[config.mk]
export PLATFORM = sky130hd
export DESIGN_NAME = tgm_ctrl
export DESIGN_NICKNAME = d
export VERILOG_FILES = /design/src/design/tgm_pkg.sv /design/src/design/tgm_ctrl.sv
export SDC_FILE = /design/constraint.sdc
export NUM_CORES = 1
export LEC_CHECK = 0
export BUFFER_PORTS_ARGS = -buffer_cell sky130_fd_sc_hd__buf_4
export CORE_AREA = 2 2 39 41
export DETAILED_ROUTE_END_ITERATION = 16
export DIE_AREA = 0 0 41 43
export SLEW_MARGIN = 10
export SYNTH_ARGS = -nofsm -noshare
export SYNTH_HDL_FRONTEND = slang
export SYNTH_SLANG_ARGS = --single-unit
[constraint.sdc]
create_clock -name clk -period 1.4 [get_ports clk]
set_input_delay 0.14 -clock clk [delete_from_list [all_inputs] [get_ports clk]]
set_output_delay 0.14 -clock clk [all_outputs]
set_load 0.01 [all_outputs]
[src/design/tgm_pkg.sv]
package tgm_pkg;

  // default sizes
  localparam int FINGERS_DEF = 3;
  localparam int ID_BITS_DEF = 16;
  localparam int COORD_FRAC_BITS_DEF = 16;

  // register reset values
  localparam logic [15:0] TAP_TIME_RST = 16'd250;
  localparam logic [7:0] TAP_RADIUS_RST = 8'd10;
  localparam logic [15:0] CLICK_HOLD_RST = 16'd50;
  localparam logic [11:0] SCREEN_W_RST = 12'd1280;
  localparam logic [11:0] SCREEN_H_RST = 12'd720;

  // sub-pixel steps per pixel, as a shift
  localparam int SUBPIX_SHIFT = 4;

  localparam int CFG_IDX_W = 3;
  localparam int CFG_DATA_W = 16;

  // register indexes
  localparam logic [CFG_IDX_W-1:0] REG_TAP_TIME = 3'd0;
  localparam logic [CFG_IDX_W-1:0] REG_TAP_RADIUS = 3'd1;
  localparam logic [CFG_IDX_W-1:0] REG_CLICK_HOLD = 3'd2;
  localparam logic [CFG_IDX_W-1:0] REG_SCREEN_W = 3'd3;
  localparam logic [CFG_IDX_W-1:0] REG_SCREEN_H = 3'd4;

  // request codes
  localparam logic [1:0] REQ_DOWN = 2'd0;
  localparam logic [1:0] REQ_UP = 2'd1;
  localparam logic [1:0] REQ_MOTION = 2'd2;
  localparam logic [1:0] REQ_TICK = 2'd3;

  // result kinds
  localparam logic [1:0] KIND_NONE = 2'd0;
  localparam logic [1:0] KIND_PRESS = 2'd1;
  localparam logic [1:0] KIND_RELEASE = 2'd2;
  localparam logic [1:0] KIND_MOVE = 2'd3;

  // drag modes
  localparam logic [1:0] DRAG_OFF = 2'd0;
  localparam logic [1:0] DRAG_LEFT = 2'd1;
  localparam logic [1:0] DRAG_RIGHT = 2'd2;

  localparam int OUT_W = 72;

  typedef enum logic [1:0] {
    ST_IDLE,
    ST_STAGE1,
    ST_STAGE2,
    ST_COMMIT
  } state_t;

  typedef struct packed {
    logic [1:0] kind;
    logic btn;
    logic signed [15:0] pos_x;
    logic signed [15:0] pos_y;
    logic signed [15:0] rel_x;
    logic signed [15:0] rel_y;
    logic last;
  } res_t;

  typedef struct packed {
    logic load;
    logic stage1;
    logic stage2;
    logic commit;
  } cmd_t;

  typedef struct packed {
    logic empty;
    logic [1:0] count;
  } status_t;

endpackage

[src/design/tgm_ctrl.sv]
module tgm_ctrl (
  input  logic clk,
  input  logic rst,
  input  logic s_tvalid,
  output logic s_tready,
  input  tgm_pkg::status_t st,
  output tgm_pkg::cmd_t cmd
);
  import tgm_pkg::*;

  state_t state, state_next;

  // state register
  always_ff @(posedge clk) begin
    if (rst) begin
      state <= ST_IDLE;
    end else begin
      state <= state_next;
    end
  end

  // next state and commands
  always_comb begin
    state_next = state;
    cmd = '0;
    s_tready = 1'b0;
    case (state)
      ST_IDLE: begin
        s_tready = st.empty;
        if (s_tvalid && st.empty) begin
          cmd.load = 1'b1;
          state_next = ST_STAGE1;
        end
      end
      ST_STAGE1: begin
        cmd.stage1 = 1'b1;
        state_next = ST_STAGE2;
      end
      ST_STAGE2: begin
        cmd.stage2 = 1'b1;
        state_next = ST_COMMIT;
      end
      ST_COMMIT: begin
        cmd.commit = 1'b1;
        state_next = ST_IDLE;
      end
      default: state_next = ST_IDLE;
    endcase
  end

endmodule

==> summary.txt <==
Power and ir drop
  • P per Cell Area: 1943 nW/µm²
  • Pwr Total: 0.0005690 W
  • Max VDD drop: 0.5350 mV
  • LEAKAGE: 0.1518 nW

Logic synthesis
  • Yosys top cell by area: ha_1
  • Syn_nets: 29
  • Sequential element share of the synthesized area: 0.2133
  • Syn_area_per_cell: 10.43 µm²
  • Synth top area cells: ha_1 (33%), dfxtp_1 (21%), mux2i_1 (11%)
  • Synth Warn #: 0
  • Count of cell types in the netlist: 9
  • Post-Synthesis Cells: 18
  • Synth Cell Area: 187.7 µm²
  • Yosys top cell area share: 0.3333
  • Register bit total from synthesis: 2

Route
  • Detail Route Antenna Nets: 0
  • DRT iter0 DRCs: 0
  • Detailed-route via count: 157
  • Drc violations: 0
  • Pre-antenna DRT Iters: 1
  • Vias per cell: 3.489
  • Final wirelength: 346 µm
  • DR WL/cell: 7.689 µm

Setup path
  • Cells along the critical path: inv_1 > ha_1 > and3_1 > buf_4
  • Slowest stage delay, CP: 0.34 ns
  • Arrival time worst endpoint: 1.14 ns
  • Crit path buffers/inverters: 2
  • WS Path Type: flip-flop to output pin
  • CP max FO: 4
  • Crit path max-delay family: flip-flops
  • CP required: 1.26 ns
  • Worst setup SP type: flip-flop
  • Slowest CP cell: dfxtp_2
  • Element type at the critical path end: output pin

Place
  • I/O Buffers: 8
  • Placed inst area: 267.8 µm²
  • RePlAce Congestion: 0.6655

Die
  • Std-Cell Rows: 14
  • Initial Utilization: 0.1356
  • Die height: 43 µm
  • I/O pin count: 11
  • Die ar.: 1763 µm²
  • Die X: 41 µm
  • Core region area: 1384 µm²

CTS
  • TritonCTS clock tree: done
  • Clock latency on the worst-skew pair: 0.22 ns
  • CTS clock-pin slew for the worst setup and hold paths: 0.03 ns
  • CTS sink cnt: 2
  • CTS Buf Count: 3
  • Max clock buf depth: 2
  • H-tree levels: 1
  • CTS root buffer: clkbuf_4

Finish
  • Largest register by flop count: state
  • Largest register FFs: 2
  • Layout cell share with drive strength beyond 1: 0.4828
  • Largest regs: state (2)
  • Nets: 42
  • Post-Layout Inst Area: 292.8 µm²
  • Syn-to-layout area delta: 56.00%
  • Fillers: 158
  • Antenna cell count: 0

GRT
  • Initial antenna violation count: 0
  • Number of global-route vias before repair: 161
  • GRT Total Usage: 0.05010
  • GRT overflow: 0
  • Pin count of the biggest net entering global routing: 5
  • First-pass GRT wire length: 517 µm

Timing
  • Max Fclk: 782.1 MHz
  • Worst Skew: 0.0005468 ns
  • Setup_tns: 0 ns
  • Worst Max-Slew Pin Slew: 0.1269 ns
  • RSZ-0062 raised after global routing: false
  • Endpoints failing setup: 0
  • Worst slew margin: 0.9130
  • Endpoints failing hold: 0
  • Post-layout min period: 1.279 ns
  • Period utilization: 0.9132
  • Slew Viols, Final: 0

Hold path
  • Min-delay worst type: input pin to flip-flop

Status
  • Outcome: finished, final reports clean

Job
  • Number of max-cap violations: 0
==> metal layers <==
metal	track usage	up-vias	wire length, µm
li1	-	81	-
met1	0.04153	71	112
met2	0.06875	5	201
met3	0.01571	0	32
met4	0.08000	0	0
met5	0	-	0
==> final timing paths <==
kind / from / endpoint / slack [ns] / depth (start not counted)
worst min register to register: state[1]$_SDFFE_PP0P_ / state[1]$_SDFFE_PP0P_ / 0.50 / 2
worst max-delay path: state[0]$_SDFFE_PP0P_ / cmd[3] / 0.12 / 4
worst min-delay path: rst / state[1]$_SDFFE_PP0P_ / 0.21 / 3
worst max register to register: state[0]$_SDFFE_PP0P_ / state[0]$_SDFFE_PP0P_ / 0.31 / 4
==> cell usage in the layout, fill, tap and decap left out, drive strengths merged <==
cell | Yosys | final
clkbuf | 0 | 3
and3 | 1 | 1
o21bai | 1 | 1
a21boi | 1 | 1
inv | 2 | 2
mux2i | 2 | 2
and2 | 1 | 1
nand2b | 3 | 3
buf | 0 | 8
dfxtp | 2 | 2
ha | 5 | 5
==> repair_timing <==
action / 4_1_cts / 5_1_grt
endpoints found under the hold margin: 0 / 0
gates resized for setup: 0 / 2
setup endpoints to repair: 0 / 2
setup buffers: 0 / 0
hold buffers: 0 / 0
==> through the flow <==
step                        util  hold WS (ns)  instances  setup WS, ns
after global placement    0.1935        0.4440         42        0.3071
after CTS                 0.2098        0.2091         45       0.05211
after detailed placement  0.1935        0.4511         42        0.2865
final                     0.2116        0.2054         45        0.1215
after floorplan                -        0.3203         18        0.4012
after global routing      0.2116        0.2301         45       0.04869
==> layout make-up <==
type,instances,area (µm²),share of cell area
flip-flops and latches,2,42.54,0.1453
well taps,16,20.02,0.06838
repair buffers,8,60.06,0.2051
multi-input cells,14,140.1,0.4786
clock buffers,3,22.52,0.07692
inverters,2,7.507,0.02564
==> kinds of logic after synthesis <==
logic type	Yosys count	share of synthesized area
muxes	2	0.1067
DFF	2	0.2133
buffers and inverters	2	0.04001
AOI/OAI and AO/OA	2	0.1400
adders and majority gates	5	0.3333
and+or+nand+nor	5	0.1667
==> worst min-delay path, cell delays in order <==
cell and delay, ns:
buf_4 0.09, nand2b_1 0.09, mux2i_1 0.06
==> cells in the mapped netlist <==
master and instances:
dfxtp_1 2, o21bai_1 1, mux2i_1 2, a21boi_4 1, inv_1 2, and3_1 1
ha_1 5, nand2b_1 3, and2_1 1
==> power breakdown <==
part           total [W]  leakage, nW  internal [W]  switching [W]
Combinational   0.000321        0.121      0.000180       0.000141
Sequential      0.000121       0.0172     0.0000925      0.0000284
Clock           0.000127       0.0138     0.0000945      0.0000323
Total           0.000569        0.152      0.000367       0.000202
(Power assumes the default switching activity.)
